`config.mk`:
```
export PLATFORM = sky130hd
export DESIGN_NAME = alarm_clock_controller_unit
export DESIGN_NICKNAME = d
export VERILOG_FILES = /design/src/hdl/acc_pkg.sv /design/src/hdl/acc_core.sv /design/src/hdl/acc_disp.sv /design/src/hdl/alarm_clock_controller_unit.sv
export SDC_FILE = /design/constraint.sdc
export NUM_CORES = 1
export LEC_CHECK = 0
export BUFFER_PORTS_ARGS = -buffer_cell sky130_fd_sc_hd__buf_2
export CAP_MARGIN = 20
export CORE_MARGIN = 2
export CORE_UTILIZATION = 45
export DETAILED_ROUTE_END_ITERATION = 12
export GPL_TIMING_DRIVEN = 0
export SLEW_MARGIN = 20
export SYNTH_ARGS = -nofsm -noshare
export SYNTH_HDL_FRONTEND = slang
export SYNTH_SLANG_ARGS = --single-unit
```
`constraint.sdc`:
```
create_clock -name clk -period 8.86 [get_ports clk]
set_clock_uncertainty 0.1 [all_clocks]
set_input_delay 0.886 -clock clk [delete_from_list [all_inputs] [get_ports clk]]
set_output_delay 0.886 -clock clk [all_outputs]
set_load 0.01 [all_outputs]
```
`src/hdl/acc_pkg.sv`:
```
// ----------------------------------------------------------------------------
// acc_pkg: shared types and constants of the alarm clock controller
// Mode codes, event flag positions, icon codes, state and result records.
// ----------------------------------------------------------------------------
`timescale 1ns / 1ps
`default_nettype none

package acc_pkg;

  typedef enum logic [1:0] {
    MODE_SET_TIME  = 2'd0,
    MODE_SET_ALARM = 2'd1,
    MODE_RUNNING   = 2'd2,
    MODE_SOUNDING  = 2'd3
  } mode_t;

  // pending event flag positions
  localparam int EV_TICK   = 0;
  localparam int EV_BLINK  = 1;
  localparam int EV_HOUR   = 2;
  localparam int EV_MINUTE = 3;
  localparam int EV_MODE   = 4;
  localparam int EV_COUNT  = 5;

  // configuration register indexes
  localparam logic CFG_BLINK_DIVIDE = 1'b0;
  localparam logic CFG_RING_TIMEOUT = 1'b1;

  localparam logic [4:0] MAX_HOUR   = 5'd23;
  localparam logic [5:0] MAX_MINUTE = 6'd59;

  localparam logic [3:0] BLINK_DIVIDE_RESET = 4'd5;
  localparam logic [7:0] RING_TIMEOUT_RESET = 8'd50;

  localparam logic [1:0] CLK_ICON_OFF    = 2'd0;
  localparam logic [1:0] CLK_ICON_YELLOW = 2'd1;
  localparam logic [1:0] CLK_ICON_GREEN  = 2'd2;

  localparam logic [2:0] SPK_ICON_OFF    = 3'd0;
  localparam logic [2:0] SPK_ICON_GRAY   = 3'd1;
  localparam logic [2:0] SPK_ICON_YELLOW = 3'd2;
  localparam logic [2:0] SPK_ICON_GREEN  = 3'd3;
  localparam logic [2:0] SPK_ICON_RED    = 3'd4;

  typedef struct packed {
    logic [4:0] hours;
    logic [5:0] minutes;
  } hm_t;

  typedef struct packed {
    mode_t                mode;
    hm_t                  clk;
    hm_t                  wake;
    logic                 armed;
    logic                 sounding;
    logic [EV_COUNT-1:0]  pending;
    logic [3:0]           prescale;
    logic [7:0]           ring_cnt;
    logic                 clk_blink;
    logic                 setup_spk;
    logic                 ring_spk;
  } state_t;

  typedef struct packed {
    mode_t      mode;
    logic [4:0] shown_hours;
    logic [5:0] shown_minutes;
    logic [1:0] clock_icon;
    logic [2:0] speaker_icon;
    logic       beeper_on;
    logic       alarm_armed;
  } result_t;

  localparam state_t STATE_RESET = '{
    mode:      MODE_SET_TIME,
    clk:       '0,
    wake:      '0,
    armed:     1'b0,
    sounding:  1'b0,
    pending:   '0,
    prescale:  4'd0,
    ring_cnt:  8'd0,
    clk_blink: 1'b1,
    setup_spk: 1'b1,
    ring_spk:  1'b0
  };

  function automatic logic [4:0] bump_hour(input logic [4:0] h);
    bump_hour = (h >= MAX_HOUR) ? 5'd0 : h + 5'd1;
  endfunction

  function automatic logic [5:0] bump_minute(input logic [5:0] m);
    bump_minute = (m >= MAX_MINUTE) ? 6'd0 : m + 6'd1;
  endfunction

  // one minute forward with carry into the hour
  function automatic hm_t advance_minute(input hm_t t);
    hm_t r;
    r = t;
    if (t.minutes >= MAX_MINUTE) begin
      r.minutes = 6'd0;
      r.hours   = bump_hour(t.hours);
    end else begin
      r.minutes = t.minutes + 6'd1;
    end
    advance_minute = r;
  endfunction

endpackage

`default_nettype wire

```
`src/hdl/acc_core.sv`:
```
// ----------------------------------------------------------------------------
// acc_core: mode handlers of the alarm clock controller
// Merge new events into the pending flags and compute the next state.
// ----------------------------------------------------------------------------
`timescale 1ns / 1ps
`default_nettype none

module acc_core
  import acc_pkg::*;
(
  input  state_t     state_cur,
  input  logic       tick,
  input  logic       press_hour,
  input  logic       press_minute,
  input  logic       press_mode,
  input  logic [3:0] blink_divide,
  input  logic [7:0] ring_timeout,
  output state_t     state_nxt
);

  always_comb begin
    state_t              n;
    logic [EV_COUNT-1:0] pend;
    logic [3:0]          pre;
    logic [7:0]          rc;
    logic                armed_v;
    logic                set_time;

    n    = state_cur;
    pend = state_cur.pending;
    pre  = state_cur.prescale;

    if (tick) begin
      pend[EV_TICK] = 1'b1;
      pre = state_cur.prescale + 4'd1;
      if (pre >= blink_divide) begin
        pre = 4'd0;
        pend[EV_BLINK] = 1'b1;
      end
    end
    pend[EV_HOUR]   = pend[EV_HOUR] | press_hour;
    pend[EV_MINUTE] = pend[EV_MINUTE] | press_minute;
    pend[EV_MODE]   = pend[EV_MODE] | press_mode;
    n.prescale = pre;

    set_time = (state_cur.mode == MODE_SET_TIME);
    armed_v  = state_cur.armed;
    rc       = state_cur.ring_cnt;

    case (state_cur.mode)
      MODE_SET_TIME, MODE_SET_ALARM: begin
        // one event per pass, blink first
        if (pend[EV_BLINK]) begin
          pend[EV_BLINK] = 1'b0;
          if (set_time) n.clk_blink = ~state_cur.clk_blink;
          else          n.setup_spk = ~state_cur.setup_spk;
        end else if (pend[EV_HOUR]) begin
          pend[EV_HOUR] = 1'b0;
          if (set_time) n.clk.hours  = bump_hour(state_cur.clk.hours);
          else          n.wake.hours = bump_hour(state_cur.wake.hours);
        end else if (pend[EV_MINUTE]) begin
          pend[EV_MINUTE] = 1'b0;
          if (set_time) n.clk.minutes  = bump_minute(state_cur.clk.minutes);
          else          n.wake.minutes = bump_minute(state_cur.wake.minutes);
        end else if (pend[EV_MODE]) begin
          pend[EV_MODE] = 1'b0;
          n.mode = set_time ? MODE_SET_ALARM : MODE_RUNNING;
        end
      end
      MODE_RUNNING: begin
        armed_v = state_cur.armed ^ pend[EV_HOUR];
        pend[EV_HOUR] = 1'b0;
        n.armed = armed_v;
        if (armed_v && (state_cur.clk == state_cur.wake)) begin
          n.mode     = MODE_SOUNDING;
          n.sounding = 1'b1;
        end else if (pend[EV_MODE]) begin
          pend[EV_MODE] = 1'b0;
          n.mode = MODE_SET_TIME;
        end else if (pend[EV_TICK]) begin
          pend[EV_TICK] = 1'b0;
          n.clk = advance_minute(state_cur.clk);
        end
      end
      MODE_SOUNDING: begin
        if (pend[EV_TICK]) begin
          pend[EV_TICK] = 1'b0;
          rc = state_cur.ring_cnt + 8'd1;
          n.clk      = advance_minute(state_cur.clk);
          n.ring_spk = ~state_cur.ring_spk;
          // stop: the cleared wake time still takes this tick's minute
          if ((rc == ring_timeout) || pend[EV_MINUTE]) begin
            rc         = 8'd0;
            n.armed    = 1'b0;
            n.sounding = 1'b0;
            n.mode     = MODE_RUNNING;
            n.wake     = advance_minute('0);
          end else begin
            n.wake = advance_minute(state_cur.wake);
          end
          n.ring_cnt = rc;
        end
      end
      default: begin
        n = state_cur;
      end
    endcase

    n.pending = pend;
    state_nxt = n;
  end

endmodule

`default_nettype wire

```
`src/hdl/acc_disp.sv`:
```
// ----------------------------------------------------------------------------
// acc_disp: display and buzzer decode of the alarm clock controller
// Map the state after a pass to shown time, icon codes and buzzer.
// ----------------------------------------------------------------------------
`timescale 1ns / 1ps
`default_nettype none

module acc_disp
  import acc_pkg::*;
(
  input  state_t  state_cur,
  output result_t result
);

  always_comb begin
    result.mode          = state_cur.mode;
    result.shown_hours   = state_cur.clk.hours;
    result.shown_minutes = state_cur.clk.minutes;
    result.clock_icon    = CLK_ICON_GREEN;
    result.speaker_icon  = SPK_ICON_GRAY;
    result.beeper_on     = state_cur.sounding;
    result.alarm_armed   = state_cur.armed;
    case (state_cur.mode)
      MODE_SET_TIME: begin
        result.clock_icon = state_cur.clk_blink ? CLK_ICON_YELLOW : CLK_ICON_OFF;
      end
      MODE_SET_ALARM: begin
        result.shown_hours   = state_cur.wake.hours;
        result.shown_minutes = state_cur.wake.minutes;
        result.speaker_icon  = state_cur.setup_spk ? SPK_ICON_YELLOW : SPK_ICON_OFF;
      end
      MODE_RUNNING: begin
        result.speaker_icon = state_cur.armed ? SPK_ICON_GREEN : SPK_ICON_GRAY;
      end
      MODE_SOUNDING: begin
        result.shown_hours   = state_cur.wake.hours;
        result.shown_minutes = state_cur.wake.minutes;
        result.speaker_icon  = state_cur.ring_spk ? SPK_ICON_RED : SPK_ICON_OFF;
      end
      default: begin
        result.speaker_icon = SPK_ICON_GRAY;
      end
    endcase
  end

endmodule

`default_nettype wire

```
`src/hdl/alarm_clock_controller_unit.sv`:
```
// ----------------------------------------------------------------------------
// alarm_clock_controller_unit: alarm clock controller, one main-loop pass per
// transaction
// Latency: the result is registered and shows up in the cycle after its transaction is accepted.
// Throughput: one transaction per cycle while the result channel does not stall;
// the state register loop through the mode handlers is combinational.
// Reset: synchronous, active low; clears the controller state, restores the
// configuration registers to their defaults and empties the result register.
// ----------------------------------------------------------------------------
`timescale 1ns / 1ps
`default_nettype none

module alarm_clock_controller_unit
  import acc_pkg::*;
(
  input  logic       clk,
  input  logic       rst_n,
  // input channel: one main-loop pass
  input  logic       in_valid,
  output logic       in_stall,
  input  logic       in_tick_100ms,
  input  logic       in_press_hour,
  input  logic       in_press_minute,
  input  logic       in_press_mode,
  // result channel
  output logic       out_valid,
  input  logic       out_stall,
  output logic [1:0] out_mode,
  output logic [4:0] out_shown_hours,
  output logic [5:0] out_shown_minutes,
  output logic [1:0] out_clock_icon,
  output logic [2:0] out_speaker_icon,
  output logic       out_beeper_on,
  output logic       out_alarm_armed,
  // configuration
  input  logic       cfg_we,
  input  logic       cfg_index,
  input  logic [7:0] cfg_wdata
);

  state_t     state_r;
  state_t     state_nxt;
  result_t    result_r;
  result_t    result_nxt;
  logic       out_valid_r;
  logic       out_valid_nxt;
  logic [3:0] blink_divide_r;
  logic [7:0] ring_timeout_r;
  logic       in_accept;

  // Take a new transaction whenever the result register is empty or is
  // being drained in this same cycle.
  assign in_stall  = out_valid_r & out_stall;
  assign in_accept = in_valid & ~in_stall;

  // Hold the result until taken; refill on every accepted transaction.
  assign out_valid_nxt = in_accept | (out_valid_r & out_stall);

  acc_core u_core (
    .state_cur    (state_r),
    .tick         (in_tick_100ms),
    .press_hour   (in_press_hour),
    .press_minute (in_press_minute),
    .press_mode   (in_press_mode),
    .blink_divide (blink_divide_r),
    .ring_timeout (ring_timeout_r),
    .state_nxt    (state_nxt)
  );

  // Decode the display from the state as it stands after the pass.
  acc_disp u_disp (
    .state_cur (state_nxt),
    .result    (result_nxt)
  );

  // Controller state and result valid.
  always_ff @(posedge clk) begin
    if (!rst_n) begin
      state_r     <= STATE_RESET;
      out_valid_r <= 1'b0;
    end else begin
      out_valid_r <= out_valid_nxt;
      if (in_accept) begin
        state_r <= state_nxt;
      end
    end
  end

  // Result payload: load on accept only.
  always_ff @(posedge clk) begin
    if (in_accept) begin
      result_r <= result_nxt;
    end
  end

  // Configuration registers; the user must write them only while idle, the block does not enforce it.
  always_ff @(posedge clk) begin
    if (!rst_n) begin
      blink_divide_r <= BLINK_DIVIDE_RESET;
      ring_timeout_r <= RING_TIMEOUT_RESET;
    end else if (cfg_we) begin
      case (cfg_index)
        CFG_BLINK_DIVIDE: blink_divide_r <= cfg_wdata[3:0];
        CFG_RING_TIMEOUT: ring_timeout_r <= cfg_wdata;
        default: begin
          ring_timeout_r <= ring_timeout_r;
        end
      endcase
    end
  end

  assign out_valid         = out_valid_r;
  assign out_mode          = result_r.mode;
  assign out_shown_hours   = result_r.shown_hours;
  assign out_shown_minutes = result_r.shown_minutes;
  assign out_clock_icon    = result_r.clock_icon;
  assign out_speaker_icon  = result_r.speaker_icon;
  assign out_beeper_on     = result_r.beeper_on;
  assign out_alarm_armed   = result_r.alarm_armed;

  // Stored time of day never leaves its range.
  a_time_range: assert property (@(posedge clk) disable iff (!rst_n)
    (state_r.clk.hours <= MAX_HOUR) && (state_r.clk.minutes <= MAX_MINUTE) &&
    (state_r.wake.hours <= MAX_HOUR) && (state_r.wake.minutes <= MAX_MINUTE))
    else $error("time of day out of range");

  // Every accepted transaction shows up as a result in the next cycle.
  a_accept_result: assert property (@(posedge clk) disable iff (!rst_n)
    in_accept |=> out_valid)
    else $error("accepted transaction produced no result");

  // The buzzer drives exactly while the result reports the sounding mode.
  a_buzzer_mode: assert property (@(posedge clk) disable iff (!rst_n)
    out_valid |-> (out_beeper_on == (out_mode == MODE_SOUNDING)))
    else $error("buzzer and mode disagree");

  // A drained result without a new transaction leaves the output empty.
  a_drain: assert property (@(posedge clk) disable iff (!rst_n)
    (!in_accept && !out_stall) |=> !out_valid)
    else $error("result repeated after being taken");

endmodule

`default_nettype wire

```
---- Word level (Yosys, flattened, before mapping) ----
Cells that the tools add are included.
word-level totals
  word-level logic and storage cells ...... 125
  register bits after elaboration ......... 79
  input bits .............................. 18
  output and inout port bits .............. 22
cells by class
  bitwise operators ....................... 12
  equality and inequality tests ........... 8
  mux-type cells .......................... 61
  reductions and logical operators ........ 10
  $add $sub $neg .......................... 6
  $lt $le $gt $ge ......................... 5
operators with widths
  operator                                                   number
  two-way mux 11 bit                                         5
  two-way mux 6 bit                                          8
  two-way mux 5 bit                                          8
  case mux 13 bit (3 select lines)                           1
  two-way mux 2 bit                                          14
  two-way mux 26 bit                                         1
  two-way mux 24 bit                                         1
  case mux 11 bit (2 select lines)                           1
  two-way mux 1 bit                                          13
  adder 6 x 1 -> 6 bit (second input constant)               2
  greater-or-equal comparator 6 bit (second input constant)  2
  equality test 11 bit                                       1
  adder 5 x 1 -> 5 bit (second input constant)               2
  greater-or-equal comparator 5 bit (second input constant)  2
  case mux 3 bit (3 select lines)                            1
  adder 8 x 1 -> 8 bit (second input constant)               1
  equality test 2 bit (second input constant)                4
  equality test 8 bit                                        1
  two-way mux 8 bit                                          1
  two-way mux 3 bit                                          2
  case mux 1 bit (2 select lines)                            3
  AND reduction 2 bit                                        3
  inverter 1 bit                                             5
  adder 4 x 1 -> 4 bit (second input constant)               1
  other kinds (12)                                           19

---- Depth between registers and ports, before layout ----
  depth in word-level cells ............... 11
  gate-level depth with buffers ........... 11

---- Modules after synthesis ----
From an unflattened synthesis, not the netlist that was laid out.
unflattened totals
  cell total of the unflattened synthesis .. 637
  area, all modules ....................... 5049.8 um^2
by module, submodules not included
  module                       cells each  instances  area each (um^2)
  alarm_clock_controller_unit  276         1          2792.7
  acc_core                     336         1          2009.4
  acc_disp                     25          1          247.7

---- Worst setup path before layout ----
No wires, ideal clock.
  path kind ............................... reg-to-reg
  start point ............................. register state_r[11] in the netlist's numbering
  end point ............................... register result_r, in the netlist out_shown_minutes[3], data pin
  clock period less this slack ............ 3.086 ns
  arrival ................................. 2.722 ns
  path buffers ............................ 0
  path slack .............................. 5.774 ns
  stages on the path, launching flop included .. 12
  cells stage by stage .................... dfxtp_1 -> ha_1 -> xor2_1 -> ha_1 -> or3_1 -> a211oi_2 -> o21ai_1 -> or4_1 -> a21oi_2 -> nor2_8 -> inv_6 -> mux2i_1
RTL lines
  element                   line                               source
  start: declaration        alarm_clock_controller_unit.sv:41  state_t state_r;
  start signal: assignment  alarm_clock_controller_unit.sv:84  state_r <= state_nxt;
  end signal: assignment    alarm_clock_controller_unit.sv:92  result_r <= result_nxt;
  end: declaration          alarm_clock_controller_unit.sv:43  result_t result_r;

==> reports/results.txt <==
Final worst-path cycle share: 44.1%
Final slew viol count: 0
Setup repair after global routing missed its margin: false
Proportion of synthesized chip area in sequential cells: 37.2%
Number of max-cap violations: 0
Number of gates given a new drive strength after cts: 0
Measured slew at the worst slew-check pin: 938 ps
Ys async rst share: 0%
Total half-perimeter wirelength after legalization and detailed placement: 9650 microns
RR Startpoint: state_r[24]
Core utilization of the finished layout: 51.8%
Power density over cell area: 151 nW/um^2
Logic depth of the worst register-to-register path: 8
Synthesized cell area: 4790 sq um
Compound-cell area share of the yosys netlist: 24.2%
Clock H-tree levels: 3
Shortest clock period the worst path allows after layout: 3910 ps
Number of global-route vias before repair: 4,150
Clock-pin slew on the worst setup and hold paths: 80 ps
Portion of netlist area occupied by mux cells: 4.41%
DIE AREA: 11,500 sq um
Number of I/O port buffers: 39
Simple-gate share of the synthesized area: 21.5%
I/O pin count: 40
Number of setup violations in the final report: 0
Max rail drop VDD: 0.0000702 V
Relative max-transition margin: 37.0%
Critical path launch point type: input pin
Start point of the critical path: in_press_hour
CTS max path bufs: 2
Setup Fix Bufs, Post-CTS: 0
Iteration-0 DRC Markers: 404
Result of the run: finished clean
Fraction of final layout cells sized beyond drive strength 1: 13.2%
Number of hold-slack violations in the final timing report: 0
Leading post-synthesis cells by cell area: dfxtp_1 25%, edfxtp_1 13%, a21oi_1 5.8%
Crit Reg-Reg Endpoint: out_shown_hours[2]
Largest family of logic cells by synthesized area: compound AO/OA/AOI/OAI gates
Largest net degree at the start of global routing: 30
Final wirelength: 13,500 microns
Static leakage: 1.99 nW
Worst hold slack: 381 ps
Root cell of the clock tree: clkbuf_8
Finished layout cell area: 5350 sq um
Dominant synthesized flop cell: dfxtp_1
Critical setup path kind: in -> reg
Post-detailed-route via-to-cell ratio: 5.95
Number of nets at the end of the flow: 646
Combined global-route utilization of all metal layers: 24.7%
Total iterations of the first detailed-routing run: 5
Synthesized flop and latch total: 79
Hold-fix buffers, CTS: 0
XOR/XNOR Fraction of Synth Area: 5.66%
Mean instance size in the synthesized netlist: 8.44 sq um
Total core area: 10,300 sq um
Starting Density: 46.4%
Die Wd: 107 microns
Placed Instance Area: 5160 sq um
Number of synthesis warnings: 0
Later-pin clock latency in the skew report: 360 ps
Highest clock rate: 256 MHz
Global placer's final weighted congestion: 0.916
Mapped Nets: 596
Post-synth EDFFs: 20
Data arrival time of the critical path: 3890 ps
Fin Setup TNS: 0 ps
Diode count: 0
Hold Crit Class: reg -> reg
Synth top area share: 24.6%
Required time of the critical path: 8850 ps
Number of cells produced by synthesis: 568
Crit-path max FO: 8
Area overhead of the layout relative to synthesis: 11.6%
GRT overflow: 0
CTS tree: built
Remaining antenna violation count after routing: 0
Number of CTS-inserted buffers: 9
Worst setup path endpoint: out_shown_hours[2]
Number of antenna violations at the first check in global routing: 0
Global-route wire length before repair: 22,000 microns
Setup slack of the worst register-to-register path: 5000 ps
Count of vias placed by the detailed router: 4,515
Hold wc startpoint: state_r[20]
Sinks on the clock net: 79
Top cell type by total area after synthesis: dfxtp_1
Adder-cell area share of the yosys netlist: 2.82%
CP endpoint kind: register
Die Height: 107 microns
Number of rows created at floorplan: 37
# DRC: 0
DR WL/cell: 17.8 microns
Yosys cell types: 78
-- cell families (layout without fill, tap and decap cells) --
| family | count (synthesis) | in the layout |
|---|---|---|
| AO/OA/AOI/OAI | 174 | 174 |
| XOR/XNOR | 31 | 31 |
| adder cells (fa/ha/maj) | 11 | 11 |
| buffers and inverters | 47 | 102 |
| flip-flops | 79 | 79 |
| multiplexers | 21 | 21 |
| AND/OR/NAND/NOR | 205 | 205 |
-- worst min path at each step --
stage	slack (ps)	depth (start not counted)	to
after floorplan	350	2	ring_timeout_r[3]
after global placement	360	2	ring_timeout_r[7]
after detailed placement	370	2	state_r[20]
after CTS	380	2	state_r[20]
after global routing	410	2	ring_timeout_r[4]
final	380	2	state_r[20]
-- placed cells by master, fill, tap and decap left out, types with 7 or more instances in the layout --
| cell | netlist | routed |
|---|---|---|
| nand4_1 | 7 | 7 |
| nand2_1 | 57 | 57 |
| buf_2 | 1 | 41 |
| nand3_1 | 29 | 29 |
| nor2_1 | 45 | 45 |
| and3_1 | 9 | 9 |
| inv_1 | 9 | 9 |
| xor2_1 | 8 | 8 |
| a22oi_1 | 10 | 10 |
| nor3_1 | 10 | 10 |
| a21o_1 | 9 | 9 |
| xnor2_1 | 23 | 23 |
| mux2i_1 | 20 | 20 |
| nand2b_1 | 7 | 7 |
| clkbuf_1 | 26 | 29 |
| edfxtp_1 | 20 | 20 |
| o21ai_0 | 44 | 44 |
| ha_1 | 10 | 10 |
| a21oi_1 | 56 | 56 |
| dfxtp_1 | 59 | 59 |
| clkbuf_8 | 0 | 10 |
-- registers in the layout (all words and copies together) (netlist names) --
signal,count
out_clock_icon,2
ring_timeout_r,8
out_beeper_on,1
blink_divide_r,4
out_valid,1
out_shown_hours,5
out_shown_minutes,6
state_r,46
out_mode,2
out_alarm_armed,1
out_speaker_icon,3
-- per-stage QoR --
step	setup WS, ps	power [mW]	cells
CTS	5120	0.809	759
detailed placement	4740	0.539	743
global placement	4700	0.537	743
floorplan	5770	0.494	568
finish	4950	0.807	759
global route	4660	0.839	759
-- power breakdown --
part           leakage (nW)  switching [mW]  total [mW]  internal [mW]
Sequential            0.680         0.00866       0.396          0.387
Combinational          1.22          0.0902       0.137         0.0468
Clock                0.0936           0.137       0.275          0.138
Total                  1.99           0.236       0.807          0.572
-- Yosys cell counts (all sizes together) (6+ instances only) --
library cell   n
a22oi         10
buf            9
mux2i         20
xnor2         23
a21oi         57
edfxtp        20
or2            6
and3           9
nand4          7
dfxtp         59
ha            10
nor3          10
or3            6
nand2         58
nand2b         7
a211oi         7
and2           6
xor2           8
a21o           9
o21ai         46
nor2          46
inv           11
nand3         30
clkbuf        26
-- worst max-delay path: stages --
cell and delay, ps:
buf_2 120, o21ai_0 230, nand4_1 170, nor4_2 790, o21ai_0 450, a311o_1 450
a2111oi_0 690, a21oi_1 90
-- final cells by class --
| cell class | instances | area [sq um] |
|---|---|---|
| buffer | 35 | 153 |
| clock buffer | 13 | 149 |
| clock inverter | 3 | 42.5 |
| fill | 999 | 4970 |
| inverter | 12 | 50.0 |
| multi-input combinational | 442 | 2810 |
| sequential | 79 | 1780 |
| tap | 136 | 170 |
| timing repair buffer | 39 | 195 |
-- routing by layer --
metal  vias up  global-route usage [%]  part of all wire, %  routed length (microns)
li1       2183                       -                    -                        -
met1      2114                    35.3                   46                     6280
met2       186                    37.0                   44                     5900
met3        32                    3.40                  7.1                      953
met4         0                    10.8                  2.8                      376
met5         -                       0                    0                        0
Note: power is estimated with default switching activity, not from simulation.
